--- src/rtl/pptkf_pkg.sv ---
// Package with the shared types, constants and keyword tables of the PUBLISH topic filter.
package pptkf_pkg;

   // Packet limits.
   localparam int PAYLOAD_BUFFER = 160;
   localparam int TOPIC_BUFFER   = 64;
   localparam int MIN_PACKET     = 5;
   localparam int TOPIC_MAX      = 48;

   // Derived widths.
   localparam int TOPIC_LEN_W = $clog2(TOPIC_BUFFER);
   localparam int TOPIC_IDX_W = TOPIC_LEN_W + 1;
   localparam int PAY_CNT_W   = $clog2(PAYLOAD_BUFFER);
   localparam int BYTE_CNT_W  = $clog2(MIN_PACKET + 1);
   localparam int TOPIC_REGS  = TOPIC_MAX / 8;

   // Header type nibble of a PUBLISH packet.
   localparam logic [3:0] PUBLISH_TYPE = 4'h3;

   // Configuration register indexes.
   localparam logic [2:0] CSR_TOPIC_LENGTH  = 3'd0;
   localparam logic [2:0] CSR_TOPIC_CHARS_0 = 3'd1;
   localparam logic [2:0] CSR_TOPIC_CHARS_1 = 3'd2;
   localparam logic [2:0] CSR_TOPIC_CHARS_2 = 3'd3;
   localparam logic [2:0] CSR_TOPIC_CHARS_3 = 3'd4;
   localparam logic [2:0] CSR_TOPIC_CHARS_4 = 3'd5;
   localparam logic [2:0] CSR_TOPIC_CHARS_5 = 3'd6;

   // Event codes.
   localparam logic [1:0] EVENT_NONE  = 2'd0;
   localparam logic [1:0] EVENT_WIN   = 2'd1;
   localparam logic [1:0] EVENT_LOSE  = 2'd2;
   localparam logic [1:0] EVENT_RESET = 2'd3;

   // Keyword window: one cell per byte, oldest byte in cell zero.
   localparam int WINDOW     = 21;
   localparam int CELL_IDX_W = $clog2(WINDOW);
   localparam int KW_COUNT   = 6;

   // Keywords right-aligned so that the last character sits in the newest cell.
   localparam logic [WINDOW*8-1:0] KW_TEXT [KW_COUNT] = '{
      "\"result\":\"win\"",
      "\"result\":\"lose\"",
      "\"result\":\"reset\"",
      "\"result\":\"exit\"",
      "\"status\":\"offline\"",
      "\"status\":\"disconnect\""
   };
   localparam int KW_LEN [KW_COUNT] = '{14, 15, 16, 15, 18, 21};

   // Input and result transactions.
   typedef struct packed {
      logic [7:0] packet_byte;
      logic       final_byte;
   } req_type;

   typedef struct packed {
      logic [1:0] event_code;
      logic       exit_seen;
      logic       packet_accepted;
   } rsp_type;

   // Control shared by all window cells.
   typedef struct packed {
      logic shift;
      logic clear;
   } cell_ctrl_type;

endpackage

--- src/rtl/pptkf_window_cell.sv ---
// One cell of the keyword window: holds a byte and matches its incoming byte against the keywords.
module pptkf_window_cell
   import pptkf_pkg::*;
(
   input  logic                  clock,
   input  logic                  reset,
   input  logic [CELL_IDX_W-1:0] cell_index,
   input  cell_ctrl_type         ctrl,
   input  logic [7:0]            shift_in,
   output logic [7:0]            held_out,
   output logic [KW_COUNT-1:0]   match_out
);

   logic [7:0] data_ff;
   logic [7:0] data_in;

   // The byte moves in from the neighbor on a shift; a packet end clears the cell.
   always_comb begin
      data_in = data_ff;
      if (ctrl.clear) begin
         data_in = 8'h00;
      end else if (ctrl.shift) begin
         data_in = shift_in;
      end
   end

   always_ff @(posedge clock) begin
      if (reset) begin
         data_ff <= 8'h00;
      end else begin
         data_ff <= data_in;
      end
   end

   assign held_out = data_ff;

   // A cell in front of a keyword's first character does not constrain that keyword.
   always_comb begin
      int pos;
      int lsb;
      pos = int'(cell_index);
      lsb = (WINDOW - 1 - pos) * 8;
      for (int k = 0; k < KW_COUNT; k++) begin
         if (pos < WINDOW - KW_LEN[k]) begin
            match_out[k] = 1'b1;
         end else begin
            match_out[k] = (shift_in == KW_TEXT[k][lsb +: 8]);
         end
      end
   end

endmodule

--- src/rtl/publish_packet_topic_keyword_filter.sv ---
// Top level of the PUBLISH topic and keyword filter: byte parser, window chain and result register.
//
// The filter takes one packet byte per clock cycle while req_stall is low, and gives one
// verdict transaction in the cycle after the byte that carries final_byte; other bytes give
// none. The header, remaining-length and topic checks are a small phase machine, and the
// payload passes through a chain of 21 byte cells that shift once per payload byte, up to a
// zero byte or the size limit, and compare their contents with six quoted keywords in that
// same cycle. A verdict waits in the result register while rsp_stall is high; only then, and
// only once a second verdict would be due, is req_stall raised. Configuration writes are
// always ready and should be made while no packet is in progress.
module publish_packet_topic_keyword_filter
   import pptkf_pkg::*;
(
   input  logic        clock,
   input  logic        reset,
   input  logic        req_valid,
   output logic        req_stall,
   input  req_type     req_payload,
   output logic        rsp_valid,
   input  logic        rsp_stall,
   output rsp_type     rsp_payload,
   input  logic        csr_valid,
   output logic        csr_ready,
   input  logic [2:0]  csr_index,
   input  logic [63:0] csr_data
);

   typedef enum logic [2:0] {
      PH_HEAD,
      PH_REMLEN,
      PH_TLHI,
      PH_TLLO,
      PH_TOPIC,
      PH_PAYLOAD,
      PH_REJECT
   } phase_type;

   // Registers.
   phase_type               phase_ff, phase_in;
   logic [BYTE_CNT_W-1:0]   byte_cnt_ff, byte_cnt_in;
   logic                    len_hi_ff, len_hi_in;
   logic [TOPIC_LEN_W-1:0]  rx_len_ff, rx_len_in;
   logic [TOPIC_LEN_W-1:0]  topic_idx_ff, topic_idx_in;
   logic                    mismatch_ff, mismatch_in;
   logic                    zero_seen_ff, zero_seen_in;
   logic [PAY_CNT_W-1:0]    pay_cnt_ff, pay_cnt_in;
   logic                    stopped_ff, stopped_in;
   logic [KW_COUNT-1:0]     hits_ff, hits_in;
   logic                    rsp_valid_ff, rsp_valid_in;
   rsp_type                 rsp_ff, rsp_in;
   logic [TOPIC_LEN_W-1:0]  topic_length_ff, topic_length_in;
   logic [TOPIC_MAX*8-1:0]  topic_flat_ff, topic_flat_in;

   logic                    accept;
   logic [7:0]              b;
   cell_ctrl_type           cell_ctrl;
   logic [7:0]              cell_data  [WINDOW];
   logic [KW_COUNT-1:0]     cell_match [WINDOW];
   logic [KW_COUNT-1:0]     hit_now;

   assign b         = req_payload.packet_byte;
   assign accept    = req_valid && !req_stall;
   // Only a last byte has to wait for the result register to free up.
   assign req_stall = rsp_valid_ff && rsp_stall && req_payload.final_byte;
   assign csr_ready = 1'b1;
   assign rsp_valid   = rsp_valid_ff;
   assign rsp_payload = rsp_ff;

   // Expected topic byte at an index; zero past the configured length or the topic store.
   function automatic logic [7:0] expected_byte(input logic [TOPIC_IDX_W-1:0] i,
                                                input logic [TOPIC_LEN_W-1:0] len,
                                                input logic [TOPIC_MAX*8-1:0] chars);
      logic [7:0] r;
      r = 8'h00;
      if ((i < TOPIC_IDX_W'(TOPIC_MAX)) && (i < {1'b0, len})) begin
         r = chars[{i[TOPIC_LEN_W-1:0], 3'b000} +: 8];
      end
      return r;
   endfunction

   // Window chain: the newest byte enters the last cell, the others take their neighbor's.
   for (genvar i = 0; i < WINDOW; i++) begin : g_cell
      logic [7:0] feed;
      if (i == WINDOW - 1) begin : g_last
         assign feed = b;
      end else begin : g_mid
         assign feed = cell_data[i+1];
      end
      pptkf_window_cell u_cell (
         .clock      (clock),
         .reset      (reset),
         .cell_index (CELL_IDX_W'(i)),
         .ctrl       (cell_ctrl),
         .shift_in   (feed),
         .held_out   (cell_data[i]),
         .match_out  (cell_match[i])
      );
   end

   // A keyword is found when every cell agrees after the shift.
   always_comb begin
      hit_now = '1;
      for (int i = 0; i < WINDOW; i++) begin
         hit_now = hit_now & cell_match[i];
      end
   end

   // Configuration writes.
   always_comb begin
      topic_length_in = topic_length_ff;
      topic_flat_in   = topic_flat_ff;
      if (csr_valid && csr_ready) begin
         case (csr_index)
            CSR_TOPIC_LENGTH:  topic_length_in = csr_data[TOPIC_LEN_W-1:0];
            CSR_TOPIC_CHARS_0: topic_flat_in[0*64 +: 64] = csr_data;
            CSR_TOPIC_CHARS_1: topic_flat_in[1*64 +: 64] = csr_data;
            CSR_TOPIC_CHARS_2: topic_flat_in[2*64 +: 64] = csr_data;
            CSR_TOPIC_CHARS_3: topic_flat_in[3*64 +: 64] = csr_data;
            CSR_TOPIC_CHARS_4: topic_flat_in[4*64 +: 64] = csr_data;
            CSR_TOPIC_CHARS_5: topic_flat_in[5*64 +: 64] = csr_data;
            default: ;
         endcase
      end
   end

   // Byte parser, verdict and result register.
   always_comb begin
      logic [TOPIC_IDX_W-1:0] idx_next;
      logic                   mis_step;
      logic                   zs_step;
      logic                   ok;
      logic                   ex;
      logic [1:0]             ev;

      phase_in     = phase_ff;
      byte_cnt_in  = byte_cnt_ff;
      len_hi_in    = len_hi_ff;
      rx_len_in    = rx_len_ff;
      topic_idx_in = topic_idx_ff;
      mismatch_in  = mismatch_ff;
      zero_seen_in = zero_seen_ff;
      pay_cnt_in   = pay_cnt_ff;
      stopped_in   = stopped_ff;
      hits_in      = hits_ff;
      rsp_in       = rsp_ff;
      rsp_valid_in = rsp_valid_ff && rsp_stall;
      cell_ctrl    = '0;
      idx_next     = {1'b0, topic_idx_ff} + 1'b1;
      mis_step     = mismatch_ff || (!zero_seen_ff &&
                     (b != expected_byte({1'b0, topic_idx_ff}, topic_length_ff,
                                         topic_flat_ff)));
      zs_step      = zero_seen_ff || (b == 8'h00);
      ok           = 1'b0;
      ex           = 1'b0;
      ev           = EVENT_NONE;

      if (accept) begin
         if (byte_cnt_ff != BYTE_CNT_W'(MIN_PACKET)) begin
            byte_cnt_in = byte_cnt_ff + 1'b1;
         end

         case (phase_ff)
            PH_HEAD: begin
               phase_in = (b[7:4] == PUBLISH_TYPE) ? PH_REMLEN : PH_REJECT;
            end
            PH_REMLEN: begin
               if (!b[7]) begin
                  phase_in = PH_TLHI;
               end
            end
            PH_TLHI: begin
               len_hi_in = (b != 8'h00);
               phase_in  = PH_TLLO;
            end
            PH_TLLO: begin
               rx_len_in = b[TOPIC_LEN_W-1:0];
               if (len_hi_ff || ({1'b0, b} >= 9'(TOPIC_BUFFER))) begin
                  phase_in = PH_REJECT;
               end else if (b == 8'h00) begin
                  // An empty topic matches only an empty expected topic.
                  phase_in = (expected_byte('0, topic_length_ff, topic_flat_ff) != 8'h00) ?
                             PH_REJECT : PH_PAYLOAD;
               end else begin
                  phase_in = PH_TOPIC;
               end
            end
            PH_TOPIC: begin
               // Bytes after a zero byte in the topic are not compared.
               mismatch_in  = mis_step;
               zero_seen_in = zs_step;
               topic_idx_in = idx_next[TOPIC_LEN_W-1:0];
               if (idx_next >= {1'b0, rx_len_ff}) begin
                  mismatch_in = mis_step || (!zs_step &&
                     (expected_byte(idx_next, topic_length_ff, topic_flat_ff) != 8'h00));
                  phase_in = mismatch_in ? PH_REJECT : PH_PAYLOAD;
               end
            end
            PH_PAYLOAD: begin
               if (!stopped_ff && (pay_cnt_ff < PAY_CNT_W'(PAYLOAD_BUFFER - 1))) begin
                  if (b == 8'h00) begin
                     stopped_in = 1'b1;
                  end else begin
                     cell_ctrl.shift = 1'b1;
                     pay_cnt_in      = pay_cnt_ff + 1'b1;
                     hits_in         = hits_ff | hit_now;
                  end
               end
            end
            default: ;
         endcase

         if (req_payload.final_byte) begin
            ok = (phase_in == PH_PAYLOAD) && (byte_cnt_in == BYTE_CNT_W'(MIN_PACKET));
            if (ok) begin
               ex = |hits_in[5:3];
               if (hits_in[0]) begin
                  ev = EVENT_WIN;
               end else if (hits_in[1]) begin
                  ev = EVENT_LOSE;
               end else if (hits_in[2] || ex) begin
                  ev = EVENT_RESET;
               end
            end
            rsp_in.event_code      = ev;
            rsp_in.exit_seen       = ex;
            rsp_in.packet_accepted = ok;
            rsp_valid_in           = 1'b1;

            // Ready for the next packet.
            cell_ctrl.clear = 1'b1;
            phase_in     = PH_HEAD;
            byte_cnt_in  = '0;
            len_hi_in    = 1'b0;
            rx_len_in    = '0;
            topic_idx_in = '0;
            mismatch_in  = 1'b0;
            zero_seen_in = 1'b0;
            pay_cnt_in   = '0;
            stopped_in   = 1'b0;
            hits_in      = '0;
         end
      end
   end

   // State and registered outputs.
   always_ff @(posedge clock) begin
      if (reset) begin
         phase_ff        <= PH_HEAD;
         byte_cnt_ff     <= '0;
         len_hi_ff       <= 1'b0;
         rx_len_ff       <= '0;
         topic_idx_ff    <= '0;
         mismatch_ff     <= 1'b0;
         zero_seen_ff    <= 1'b0;
         pay_cnt_ff      <= '0;
         stopped_ff      <= 1'b0;
         hits_ff         <= '0;
         rsp_valid_ff    <= 1'b0;
         topic_length_ff <= '0;
         topic_flat_ff   <= '0;
      end else begin
         phase_ff        <= phase_in;
         byte_cnt_ff     <= byte_cnt_in;
         len_hi_ff       <= len_hi_in;
         rx_len_ff       <= rx_len_in;
         topic_idx_ff    <= topic_idx_in;
         mismatch_ff     <= mismatch_in;
         zero_seen_ff    <= zero_seen_in;
         pay_cnt_ff      <= pay_cnt_in;
         stopped_ff      <= stopped_in;
         hits_ff         <= hits_in;
         rsp_valid_ff    <= rsp_valid_in;
         topic_length_ff <= topic_length_in;
         topic_flat_ff   <= topic_flat_in;
      end
      rsp_ff <= rsp_in;
   end

`ifndef SYNTH
   // A last byte always produces a verdict in the next cycle.
   a_verdict_follows: assert property (@(posedge clock) disable iff (reset)
      (accept && req_payload.final_byte) |=> rsp_valid_ff)
      else $error("no verdict after the last byte of a packet");

   // The parser starts the next packet from a clean state.
   a_packet_cleared: assert property (@(posedge clock) disable iff (reset)
      (accept && req_payload.final_byte) |=>
         (phase_ff == PH_HEAD) && (hits_ff == '0) && (pay_cnt_ff == '0))
      else $error("packet state not cleared after a verdict");

   // A rejected packet carries no event and no exit flag.
   a_reject_quiet: assert property (@(posedge clock) disable iff (reset)
      (rsp_valid_ff && !rsp_ff.packet_accepted) |->
         (rsp_ff.event_code == EVENT_NONE) && !rsp_ff.exit_seen)
      else $error("rejected packet reports an event");

   // An exit keyword always raises some event.
   a_exit_event: assert property (@(posedge clock) disable iff (reset)
      (rsp_valid_ff && rsp_ff.exit_seen) |-> (rsp_ff.event_code != EVENT_NONE))
      else $error("exit seen without an event");
`endif

endmodule

--- config.mk ---
export PLATFORM = sky130hd
export DESIGN_NAME = publish_packet_topic_keyword_filter
export DESIGN_NICKNAME = d
export VERILOG_FILES = /design/src/rtl/pptkf_pkg.sv /design/src/rtl/pptkf_window_cell.sv /design/src/rtl/publish_packet_topic_keyword_filter.sv
export SDC_FILE = /design/constraint.sdc
export NUM_CORES = 2
export LEC_CHECK = 0
export ABC_AREA = 1
export ABC_CLOCK_PERIOD_IN_PS = 3850
export BUFFER_PORTS_ARGS = -buffer_cell sky130_fd_sc_hd__buf_2
export CAP_MARGIN = 30
export CORE_MARGIN = 5
export CORE_UTILIZATION = 40
export DETAILED_ROUTE_END_ITERATION = 8
export HOLD_SLACK_MARGIN = 0.06
export PLACE_DENSITY_LB_ADDON = 0.05
export SLEW_MARGIN = 10
export SYNTH_ARGS = -nofsm -noshare
export SYNTH_HDL_FRONTEND = slang
export SYNTH_SLANG_ARGS = --single-unit
export TNS_END_PERCENT = 20
--- constraint.sdc ---
create_clock -name clock -period 3.85 [get_ports clock]
set_input_delay 0.5775 -clock clock [delete_from_list [all_inputs] [get_ports clock]]
set_output_delay 0.5775 -clock clock [all_outputs]
set_load 0.01 [all_outputs]
After elaboration in Yosys (flattened, before gate mapping)
Cells that the tools add are included.
W data, S select, Z words.
{"block": "totals", "ff_bits": 591, "input_bits": 81, "word_cells": 271}
{"block": "op_classes", "n_addsub": 3, "n_lt_le_gt_ge": 8, "eq_ne": 91, "n_shift": 2, "mux": 57, "bitwise_logic": 22, "n_reduce_logical": 46}
{"op": "$shiftx A384 B10 Y8", "n": 2}
{"op": "$eq A8 B7 Y1 const B", "n": 56}
{"op": "$eq A8 B6 Y1 const B", "n": 18}
{"op": "$and A6 B6 Y6", "n": 20}
{"op": "$mux W8", "n": 14}
{"op": "$mux W6", "n": 9}
{"op": "$mux W3", "n": 8}
{"op": "$reduce_bool A8 Y1", "n": 3}
{"op": "$reduce_and A2 Y1", "n": 11}
{"op": "$eq A3 B3 Y1 const B", "n": 7}
{"op": "$mux W1", "n": 18}
{"op": "$pmux W3 S5", "n": 1}
{"op": "$mux W2", "n": 7}
{"op": "$eq A3 B2 Y1 const B", "n": 4}
{"op": "$reduce_bool A2 Y1", "n": 6}
{"op": "$logic_and A1 B1 Y1", "n": 9}
{"op": "$add A8 B1 Y8 const B", "n": 1}
{"op": "$ge A8 B7 Y1 const B", "n": 1}
{"op": "$logic_not A8 Y1", "n": 1}
{"op": "$lt A8 B8 Y1 const B", "n": 1}
{"op": "$ne A8 B8 Y1", "n": 1}
{"op": "$reduce_and A4 Y1", "n": 2}
{"op": "$add A6 B1 Y7 const B", "n": 1}
{"op": "$ge A7 B6 Y1", "n": 1}
{"op": "17 further kinds", "n": 27}

Longest topological paths before layout
{"block": "logic_depth", "ltp_word": 31, "ltp_mapped": 24}

Cells and area by module
A second synthesis with hierarchy kept.
{"block": "hier_totals", "cells_unflattened": 12624, "hier_area_um2": 69037.5}
{"mod": "pptkf_window_cell at g_cell[0].u_cell ...", "n_inst": 18, "cells_each": 443, "area_each_um2": 2243.4, "seq_area_each_um2": 160.2}
{"mod": "publish_packet_topic_keyword_filter", "n_inst": 1, "cells_each": 3306, "area_each_um2": 21974.8, "seq_area_each_um2": 8668.3}
{"mod": "pptkf_window_cell at g_cell[7].u_cell ...", "n_inst": 3, "cells_each": 448, "area_each_um2": 2227.1, "seq_area_each_um2": 160.2}

Worst setup path before layout
No wires, ideal clock.
{"block": "synth_path", "kind": "flip-flop to flip-flop", "from": "reg topic_idx_ff[0]", "to": "reg rsp_ff, in the netlist rsp_payload[3] (data pin)", "setup_ns": 0.257, "t_arrival_ns": 2.529, "path_slack_ns": 1.065, "path_stages_with_launch": 21, "n_path_buf": 1, "period_less_slack_ns": 2.785, "cell_sequence": "dfxtp_1 ha_1 xor2_2 clkbuf_1 ha_1 a21oi_1 nand2_1 nand3_1 nand2_1 o21ai_0 nand4_1 a21oi_1 nand3_1 nand2_1 inv_1 nand3_1 nand2_1 nand2_1 nand2_1 nand3_2 nor2_1"}
{"block": "synth_via", "elab_chain_cells": 18}
{"element": "from (decl)", "line_no": "publish_packet_topic_keyword_filter.sv:43", "source": "logic [TOPIC_LEN_W-1:0] topic_idx_ff, topic_idx_in;"}
{"element": "from (signal assigned)", "line_no": "publish_packet_topic_keyword_filter.sv:266", "source": "topic_idx_ff <= topic_idx_in;"}
{"element": "parallel branches: the longest is 11 deep, another holds $add A6 B1 Y7"}
{"element": "$mux W3 (*)", "line_no": "publish_packet_topic_keyword_filter.sv:192", "source": "if (idx_next >= {1'b0, rx_len_ff}) begin"}
{"element": "$pmux W3 S5 (*)", "line_no": "publish_packet_topic_keyword_filter.sv:162", "source": "case (phase_ff)"}
{"element": "$mux W3 (*)", "line_no": "publish_packet_topic_keyword_filter.sv:157", "source": "if (accept) begin"}
{"element": "$eq A3 B3 Y1 (*)", "line_no": "publish_packet_topic_keyword_filter.sv:213", "source": "ok = (phase_in == PH_PAYLOAD) && (byte_cnt_in == BYTE_CNT_W'(MIN_PACKET));"}
{"element": "$logic_and A1 B1 Y1 (*)", "line_no": "publish_packet_topic_keyword_filter.sv:213"}
{"element": "$not A1 Y1 (no line) (*)"}
{"element": "$reduce_or A2 Y1 (no line) (*)"}
{"element": "to (signal assigned)", "line_no": "publish_packet_topic_keyword_filter.sv:276", "source": "rsp_ff <= rsp_in;"}
{"element": "to (decl)", "line_no": "publish_packet_topic_keyword_filter.sv:50", "source": "rsp_type rsp_ff, rsp_in;"}
Mark *: on every way between the ends. The select of a mux whose other input is x is not followed.
A chain may end at the register's enable or synchronous reset.

Worst setup path after layout
{"block": "layout_path", "from": "reg topic_idx_ff[0]", "to": "reg rsp_ff, in the netlist rsp_payload[2] (data pin)"}
{"block": "layout_via", "elab_chain_cells": 16}
{"element": "parallel branches: the longest is 11 deep, another holds $add A6 B1 Y7"}
{"element": "$mux W3 (*)", "line_no": "publish_packet_topic_keyword_filter.sv:192"}
{"element": "$pmux W3 S5 (*)", "line_no": "publish_packet_topic_keyword_filter.sv:162"}
{"element": "$mux W3 (*)", "line_no": "publish_packet_topic_keyword_filter.sv:157"}
{"element": "$eq A3 B3 Y1 (*)", "line_no": "publish_packet_topic_keyword_filter.sv:213"}
{"element": "$logic_and A1 B1 Y1 (*)", "line_no": "publish_packet_topic_keyword_filter.sv:213"}
Marked as above.

==> flow_summary.ini <==
[placement]
post-place-ws_ns = 0.611
hpwl_mm = 77.6
io_buffers = 86
gp_congestion = 0.937

[worst_setup_path]
cp_slowest_cell = dfxtp_4
path_buf_inv = 2
critical_path.top_delay_family = simple AND/OR/NAND/NOR gates
cp_max_fo = 161
crit_type = reg -> reg
timing.rr.start = topic_idx_ff[0]$_SDFFE_PP0P_
worst-path-stages = 19
timing.rr.end = rsp_payload[2]$_SDFFCE_PN0P_
crit_arrival_ns = 3.73
r2r_setup_slack_ns = 0.59
cp-end-kind = flip-flop
worstPathRequired_ns = 4.32
worstPathCellList = buf_12 > nand2_1 > o211ai_1 > nand3_1 > nand3_1 > nand3_1 > nand3_1 > nand2_1 > nand2_1 > nand2_1 > inv_1 > nand2_1 > nor2_1 > nand2_1 > nand2_1 > nand4_1 > a21oi_1 > nand3_2 > nor2_1
slowest_delay_ns = 0.45
start_kind = flip-flop
reg2reg_depth = 19
crit_top_cell = nand2_1

[global_route]
antenna_found_initial = 14
grtUsageTotal_pct = 28.0
grt_pass1_wl_mm = 177
overflow = 0
grt_max_degree = 168
grt_pass1_vias = 28000

[floorplan]
initial_core_util_pct = 40.4
io_pins = 88
die_x_um = 285
core_sq_um = 74700
die_height_um = 285
rows = 100
die-area_sq_um = 81100

[yosys]
yosys.area_share.simple_pct = 32.9
synthXorXnorAreaFrac_pct = 0.141
yosys.area.top_type = dfxtp_1
synth-seq-cells = 591
synthMuxAreaShare_pct = 0
synthAdderAreaFrac_pct = 0.829
synth_edf_count = 4
syn_inst = 4588
synth_area_sq_um = 30200
yosys_warnings = 0
async_flop_share_pct = 0
yosysUniqueCellTypes = 46
ys.flop_type = dfxtp_1
syn_nets = 4689
synth_top_area_share_pct = 38.9
synth_top_family_by_area = simple AND/OR/NAND/NOR gates
yosys-top-cells-area = dfxtp_1 39%, nand2_1 11%, nor2_1 9.6%, nand3_1 9.4%, o21ai_0 8.0%
synth_compound_area_share_pct = 17.5
avgSynthCellArea_sq_um = 6.58
ys_seq_area_share_pct = 39.3

[finish]
layout-drive-gt1-share_pct = 7.15
nNetsFinal = 4591
final_util_pct = 45.2
synthToLayoutAreaGrowth_pct = 11.7
fillers = 7870

[power]
swShare_pct = 25.8
p_comb_share_pct = 7.1
p_per_area_nw_per_um2 = 431
p_leak_nw = 13.0
switchingPower_mw = 3.76
pwr-share-clk_pct = 49.0
vdd_drop_max_mv = 0.351
seq_power_share_pct = 43.9
p_int_mw = 10.8

[sta]
worst_pin_slew_ns = 0.974
hold_viol = 0
final.period_utilization_pct = 84.8
slew_headroom_pct = 35.1
fin_hold_ws_ns = 0.275
setup_viol = 0
rsz0062_at_grt = no
fmaxAchievable_ghz = 0.306
setup_tns_ns = 0
drv_slew = 0
clock_skew_ns = 0.0356
period_needed_ns = 3.26
fin_ws_ns = 0.585

[worst_hold_path]
min_path_type = in -> reg
worstHoldStart = csr_data[20]
hold_depth = 3
whs_endpoint = topic_flat_ff[84]$_SDFFE_PP0P_

[clock_tree]
holdBufCountCts = 0
htreeDepth = 3
post_cts_buffers = 0
clk_pin_slew_worst_paths_ns = 0.06
cts_buffers = 71
cts_tree = yes
cts_sinks = 591
cts_resized = 0
root_buffer = clkbuf_16
cts_buffer_depth = 3
clock_latency_ns = 0.64

[drt]
vias = 30700
drc = 0
wire_per_inst_um = 21.4
viasPerCell = 5.56
ant_nets = 0
drt-initial-drc-count = 2866
dr.pass1.iters = 6
drt_wl_total_mm = 118

[run_status]
status = completed

[flow_run]
max-cap-violations = 0
layer usage:
metal	GRT usage, %	vias up	wire [um]
li1	-	15100	-
met5	0	-	20
met4	9.92	4	4420
met2	42.8	968	51400
met1	39.9	14400	53800
met3	4.78	214	8530
sequential cells by signal (all words and copies together) (netlist names):
register and count:
stopped_ff 1, mismatch_ff 1, byte_cnt_ff 3, topic_flat_ff 384, hits_ff 6, zero_seen_ff 1
rsp_valid 1, len_hi_ff 1, topic_idx_ff 6, g_cell.u_cell.held_out 160, pay_cnt_ff 8, phase_ff 3
topic_length_ff 6, rx_len_ff 6, rsp_payload 4
through the flow:
| step | cells | area, sq um | total power [mW] |
|---|---|---|---|
| 6_report | 5520 | 33700 | 14.5 |
| 5_1_grt | 5514 | 33700 | 15.0 |
| 4_1_cts | 5513 | 33700 | 14.7 |
| 3_5_place_dp | 5385 | 31200 | 7.53 |
| 3_3_place_gp | 5385 | 31200 | 7.53 |
| 2_1_floorplan | 4588 | 30200 | 7.10 |
tightest hold or removal path: stages:
cell	delay, ns
buf_2	0.14
nor2_1	0.06
nor2_1	0.09
area by class of cell:
class	count	area (sq um)	share of cell area, %
antenna	6	15.0	0.0445
clock buffer	91	1990	5.91
clock inverter	37	459	1.36
inverter	311	1190	3.54
multi-input combinational	3345	15600	46.2
sequential	591	11900	35.2
tap	969	1210	3.59
timing repair buffer	170	1390	4.13
worst max path at each step:
stage                            startpoint                           end  slack [ns]
3_3_place_gp   topic_idx_ff[0]$_SDFFE_PP0P_  rsp_payload[2]$_SDFFCE_PN0P_        0.64
5_1_grt        topic_idx_ff[0]$_SDFFE_PP0P_  rsp_payload[2]$_SDFFCE_PN0P_        0.20
6_report       topic_idx_ff[0]$_SDFFE_PP0P_  rsp_payload[2]$_SDFFCE_PN0P_        0.59
3_5_place_dp   topic_idx_ff[0]$_SDFFE_PP0P_  rsp_payload[2]$_SDFFCE_PN0P_        0.61
2_1_floorplan  topic_idx_ff[0]$_SDFFE_PP0P_  rsp_payload[3]$_SDFFCE_PP0P_        1.06
4_1_cts        topic_idx_ff[0]$_SDFFE_PP0P_  rsp_payload[2]$_SDFFCE_PN0P_        0.57
power groups by stage:
stage          registers [mW]  logic [mW]  clock network, mW
4_1_cts                  6.37        1.03               7.26
5_1_grt                  6.39        1.14               7.50
3_5_place_dp             6.51        1.03                  0
2_1_floorplan            6.47       0.623                  0
3_3_place_gp             6.51        1.02                  0
6_report                 6.38        1.04               7.13
cells in the final DEF (no fill, tap or decap), types with 5 or more instances in the layout:
cell type / Yosys / routed
o211ai_1: 59 / 59
a21oi_1: 273 / 273
nand4_1: 65 / 65
nor4_1: 44 / 44
nand3_1: 567 / 567
buf_12: 0 / 25
clkbuf_8: 0 / 12
nand2_1: 858 / 857
nor3b_1: 7 / 7
bufinv_16: 0 / 8
nor2_1: 774 / 768
nor2_4: 0 / 5
o21ai_1: 22 / 23
clkinv_8: 0 / 5
ha_1: 20 / 19
clkinv_2: 0 / 20
diode_2: 0 / 6
a211oi_1: 110 / 110
clkbuf_1: 199 / 7
buf_4: 17 / 58
o21ai_0: 485 / 484
nor3_1: 31 / 30
dfxtp_1: 587 / 584
buf_2: 80 / 86
clkbuf_16: 0 / 72
inv_1: 298 / 294
inv_2: 6 / 9
cell usage after synthesis, types with 2 or more instances:
cell      count
buf_2        80
o21ai_0     485
buf_6        26
a21oi_1     273
nor4_1       44
xor2_1        2
buf_1        19
nor3b_1       7
clkinv_1      5
o21a_1        4
o211ai_1     59
nand3_1     567
edfxtp_1      4
ha_1         20
inv_4         2
nor3_1       31
o21ai_1      22
clkbuf_1    199
a21o_1        2
inv_1       298
inv_2         6
dfxtp_1     587
buf_4        17
nand2_1     858
a211oi_1    110
or2_2         3
nor4b_1       2
nand4_1      65
nor2_1      774
kinds of logic (layout without fill, tap and decap cells):
logic type	Yosys count	in the layout
buf+inv	652	609
compound gates	963	963
other cells	1	7
simple gates	2357	2357
xor+xnor	4	4
fa+ha+maj	20	20
flops	591	591
Power figures use the tool's default switching activity.
